`src/rtl/att_pkg.sv`:
```
// Shared types, constants and functions for the text terminal engine.
`default_nettype none
package att_pkg;
	localparam int COLUMNS_DEF = 80;
	localparam int ROWS_DEF = 25;
	localparam int TERMINALS_DEF = 4;

	localparam logic [7:0] ESC_BYTE = 8'h1B;
	localparam logic [7:0] LBRACKET = 8'h5B;
	localparam logic [7:0] CH_NL = 8'h0A;
	localparam logic [7:0] CH_BS = 8'h08;
	localparam logic [7:0] CH_CR = 8'h0D;
	localparam logic [7:0] CH_SEMI = 8'h3B;
	localparam logic [7:0] CH_M = 8'h6D;
	localparam logic [7:0] CH_J = 8'h4A;
	localparam logic [7:0] CH_H = 8'h48;
	localparam logic [7:0] CH_SPACE = 8'h20;
	localparam logic [7:0] BG_MASK = 8'hF0;
	localparam logic [7:0] DEFAULT_ATTR = 8'h07;
	localparam logic [15:0] SGR_FG_LOW = 16'd30;
	localparam logic [15:0] SGR_FG_HIGH = 16'd37;
	localparam logic [15:0] PARAM_MAX = 16'hFFFF;

	typedef enum logic [2:0] {
		PS_NORMAL = 3'd0,
		PS_ESC = 3'd1,
		PS_BRACKET = 3'd2,
		PS_FIRST = 3'd3,
		PS_SECOND = 3'd4
	} parse_state_t;

	typedef struct packed {
		logic       kind;
		logic [1:0] terminal;
		logic [7:0] char_byte;
		logic [4:0] row;
		logic [6:0] column;
		logic       last_of_write;
	} in_item_t;

	typedef struct packed {
		logic [7:0] cell_char;
		logic [7:0] cell_attr;
		logic [4:0] cursor_row;
		logic [6:0] cursor_column;
		logic [7:0] current_colour;
		logic [2:0] escape_state;
	} out_item_t;

	typedef enum logic [3:0] {
		ST_CLEAR,     // sweep of whole store after reset
		ST_IDLE,
		ST_DECODE,    // registered item examined, per-terminal state updated
		ST_READ,      // wait for memory read data
		ST_SCR_RD,    // scroll: read source cell
		ST_SCR_WR,    // scroll: write it one row up
		ST_FILL,      // blank a range of cells
		ST_OUT        // result held until taken
	} ctrl_state_t;

	// Commands from the controller to the datapath.
	typedef struct packed {
		logic load_item;
		logic decode;
		logic rd_issue;
		logic capture_read;
		logic scr_rd;
		logic scr_wr;
		logic fill_wr;
		logic clr_wr;
	} ctrl_cmd_t;

	// Status from the datapath to the controller.
	typedef struct packed {
		logic need_read;
		logic need_scroll;
		logic need_clear;
		logic scr_last;
		logic fill_last;
		logic clr_last;
	} dp_status_t;

	function automatic logic [2:0] fg_map(input logic [2:0] i);
		logic [2:0] r;
		unique case (i)
			3'd0: r = 3'd0;
			3'd1: r = 3'd4;
			3'd2: r = 3'd2;
			3'd3: r = 3'd6;
			3'd4: r = 3'd1;
			3'd5: r = 3'd5;
			3'd6: r = 3'd3;
			default: r = 3'd7;
		endcase
		return r;
	endfunction

	function automatic logic [15:0] acc_digit(input logic [15:0] p, input logic [3:0] d);
		logic [19:0] v;
		v = {p, 3'b000} + {3'b000, p, 1'b0} + {16'd0, d};
		return (v > {4'd0, PARAM_MAX}) ? PARAM_MAX : v[15:0];
	endfunction
endpackage
`default_nettype wire

```
`src/rtl/att_ctrl.sv`:
```
// Controller state machine sequencing reads, scrolls, fills and the clear sweep.
`default_nettype none
module att_ctrl
	import att_pkg::*;
(
	input  wire logic       clk,
	input  wire logic       arst_n,
	input  wire logic       in_valid,
	input  wire logic       out_ready,
	input  wire dp_status_t status,
	output logic            in_ready,
	output logic            out_valid,
	output ctrl_cmd_t       cmd
);
	ctrl_state_t state_q, state_d;

	always_ff @(posedge clk or negedge arst_n) begin
		if (!arst_n)
			state_q <= ST_CLEAR;
		else
			state_q <= state_d;
	end

	always_comb begin
		state_d = state_q;
		unique case (state_q)
			ST_CLEAR: if (status.clr_last) state_d = ST_IDLE;
			ST_IDLE: if (in_valid) state_d = ST_DECODE;
			ST_DECODE: begin
				priority if (status.need_read) state_d = ST_READ;
				else if (status.need_clear) state_d = ST_FILL;
				else if (status.need_scroll) state_d = ST_SCR_RD;
				else state_d = ST_OUT;
			end
			ST_READ: state_d = ST_OUT;
			ST_SCR_RD: state_d = ST_SCR_WR;
			ST_SCR_WR: state_d = status.scr_last ? ST_FILL : ST_SCR_RD;
			ST_FILL: if (status.fill_last) state_d = ST_OUT;
			ST_OUT: if (out_ready) state_d = ST_IDLE;
			default: state_d = ST_CLEAR;
		endcase
	end

	always_comb begin
		cmd = '0;
		in_ready = 1'b0;
		out_valid = 1'b0;
		unique case (state_q)
			ST_CLEAR: cmd.clr_wr = 1'b1;
			ST_IDLE: begin
				in_ready = 1'b1;
				cmd.load_item = in_valid;
			end
			ST_DECODE: begin
				cmd.decode = 1'b1;
				cmd.rd_issue = status.need_read;
			end
			ST_READ: cmd.capture_read = 1'b1;
			ST_SCR_RD: cmd.scr_rd = 1'b1;
			ST_SCR_WR: cmd.scr_wr = 1'b1;
			ST_FILL: cmd.fill_wr = 1'b1;
			ST_OUT: out_valid = 1'b1;
			default: ;
		endcase
	end
endmodule
`default_nettype wire

```
`config.mk`:
```
export PLATFORM = sky130hd
export DESIGN_NAME = att_ctrl
export DESIGN_NICKNAME = d
export VERILOG_FILES = /design/src/rtl/att_pkg.sv /design/src/rtl/att_ctrl.sv
export SDC_FILE = /design/constraint.sdc
export NUM_CORES = 1
export LEC_CHECK = 0
export BUFFER_PORTS_ARGS = -buffer_cell sky130_fd_sc_hd__buf_2
export CORE_AREA = 5 5 42 44
export DETAILED_ROUTE_END_ITERATION = 6
export DIE_AREA = 0 0 47 49
export GPL_ROUTABILITY_DRIVEN = 0
export SLEW_MARGIN = 20
export SYNTH_ARGS = -nofsm -noshare
export SYNTH_HDL_FRONTEND = slang
export SYNTH_SLANG_ARGS = --single-unit
```
`constraint.sdc`:
```
create_clock -name clk -period 1.2 [get_ports clk]
set_clock_uncertainty 0.15 [all_clocks]
set_input_delay 0.12 -clock clk [delete_from_list [all_inputs] [get_ports clk]]
set_output_delay 0.12 -clock clk [all_outputs]
set_load 0.05 [all_outputs]
```
==> metrics <==
status complete, but fails checks; failing checks negative setup slack; Die W 47 um; post-synthesis xor/xnor area fraction 0%; largest family of logic cells by synthesized area simple AND/OR/NAND/NOR gates; Worst Path Required 0.93 ns; most flop-heavy register state_q; PwrDens 2920 nW/um^2; Worst-Skew Late Latency 0.25 ns; die area 2300 sq um; Metal-1 WL 422 um; Post-Layout Cell Count 90; WL met3 65 um; Worst R2R End state_q[1]; final worst-path cycle share 124%; global route overflow 0; total wire length 1120 um; metal2 WL 578 um; post-synthesis sequential area ratio 26.3%; Post-route DRC 0; max reg flops 3; Post-Syn Nets 48; Max Fclk 0.671 GHz; # port buffers 19; clk buf depth 2; Critical path origin state_q[2]; Final Max Slew Viols 0; Reg2Reg Depth 5; drt pass-1 iters 2; via/cell ratio 4.42; setup slack after layout -0.290 ns; EDFF count, synth 0; worst r2r src state_q[2]; Final Hold Vio Count 0; Initial DRC Count 1; Synth cell types 19; vias in the first global route 431; Commonest cells post-synth 12 x nor2_1, 3 x dfrtp_1, 3 x nand2_1; std cell rows 14; endpoint class of the critical path primary output; H-Tree Depth 1; P_leak 0.339 nW; top sig layer met4; Post-Synth Adder-Cell Area 0%; Worst slew margin 86.4%; core outline area 1400 sq um; Setup violations, final 13; first-pass GRT wire length 1910 um; CTS sink count 3; multiplexer share of the synthesized area 0%; Nets 85; simple-gate area share of the yosys netlist 42.1%; critical path type reg -> out; most area-consuming cells after synthesis dfrtp_1 26%, nor2_1 16%, buf_6 7.9%; FILL cells 142; Initial Util 20.4%; Worst EP arrival 1.22 ns; diode count 0; Layout Utilization 50.4%; Cells after DPL 82; Peak VDD IR 0.00185 V; Post-DRT Antenna Nets 0; Synth Area in Compound Gates 19.3%; WL/cell 12.5 um; vias 398; Pwr Total 2.06 mW; CP Launch Type register; layout overhead on the synthesized area 147%; crit path to cmd[7]; crit-path max FO 6; hold crit path type in -> async; RSZ-0062 raised after global routing true; IO Pins 20; top-area cell type share of the netlist area 26.3%; dpl hpwl 760 um; share of layout cells above drive strength 1 77.0%; TritonCTS clock tree built; biggest regs state_q x3; Die H 49 um; initial antenna violation count 0; Clock Pin Slew Worst Setup and Hold Paths 0.04 ns; R2R setup slack -0.12 ns; CTS Buf Count 3; all-layer global routing usage 12.3%; YS warnings 0; most numerous cell in the Yosys netlist nor2_1; Mapped Area 285 sq um; primary flip-flop cell chosen by synthesis mapping dfrtp_1; flops & latches, synth 3; post-synth top area cell dfrtp_1; worst-margin pin slew 0.203 ns; Max-cap violations 0; pin count of the biggest net entering global routing 7; root buffer cell clkbuf_4; crit path time final 1.49 ns; Mean Syn Cell Area 7.51 sq um; Synth Instances 38; asr flop ratio synth 100%
==> final cells by class <==
type	instances	area (sq um)	share of cell area, %
well taps	16	20.0	2.84
repair buffers	35	310	44.0
inverters	2	7.51	1.06
clock buffers	4	26.3	3.72
multi-input cells	30	263	37.2
flip-flops and latches	3	78.8	11.2
==> cell usage in the layout, fill, tap and decap left out, types with 3 or more instances in the layout <==
cell      Yosys  routed
nand2b_4      0       3
nand2_1       3       3
buf_2         1       9
clkbuf_4      0       3
buf_4         0       9
buf_6         2      14
nor2_1       12       5
dfrtp_2       0       3
nor2_4        0       5
==> power breakdown <==
part | internal, mW | leakage, nW | total (mW) | switching (mW)
clock network | 0.125 | 0.0150 | 0.188 | 0.0630
registers | 0.160 | 0.0305 | 0.254 | 0.0940
logic | 0.753 | 0.293 | 1.62 | 0.864
==> metrics by stage <==
step / hold slack [ns] / cell area (sq um) / TNS, ns / setup slack, ns
6_report: 0.0490 / 706 / -2.73 / -0.290
5_1_grt: 0.0555 / 706 / -3.37 / -0.342
4_1_cts: 0.0444 / 692 / -2.64 / -0.282
3_5_place_dp: -0.228 / 518 / -1.28 / -0.159
3_3_place_gp: -0.229 / 518 / -1.31 / -0.158
2_1_floorplan: -0.326 / 340 / -1.92 / -0.315
==> logic make-up after synthesis <==
kind of cell	Yosys count
buffers and inverters	5
flip-flops	3
AO/OA/AOI/OAI	6
AND/OR/NAND/NOR	24
==> critical path: stages, from the launching register on <==
cell     delay (ns)
dfrtp_2        0.46
buf_6          0.14
nor2_4         0.09
and2_4         0.14
buf_8          0.14
==> metal layers <==
metal	vias to the layer above	GRT usage, %
li1	198	-
met3	5	4.06
met5	-	0
met2	17	16.5
met4	0	12.4
met1	178	14.0
==> timing repair <==
action | in CTS | in global routing
endpoints found under the hold margin | 3 | 0
pin swaps | 5 | 3
hold buffers | 1 | 0
gates cloned | 0 | 0
gates resized for setup | 36 | 4
buffers inserted | 3 | 1
endpoints found under the setup margin | 13 | 13
==> worst min path at each step <==
stage                       from    endpoint  depth (start not counted)
final                     arst_n  state_q[1]                          2
after global routing      arst_n  state_q[1]                          2
after CTS                 arst_n  state_q[1]                          2
after detailed placement  arst_n  state_q[2]                          1
after global placement    arst_n  state_q[0]                          1
after floorplan           arst_n  state_q[0]                          0
Note: power is estimated with default switching activity, not from simulation.
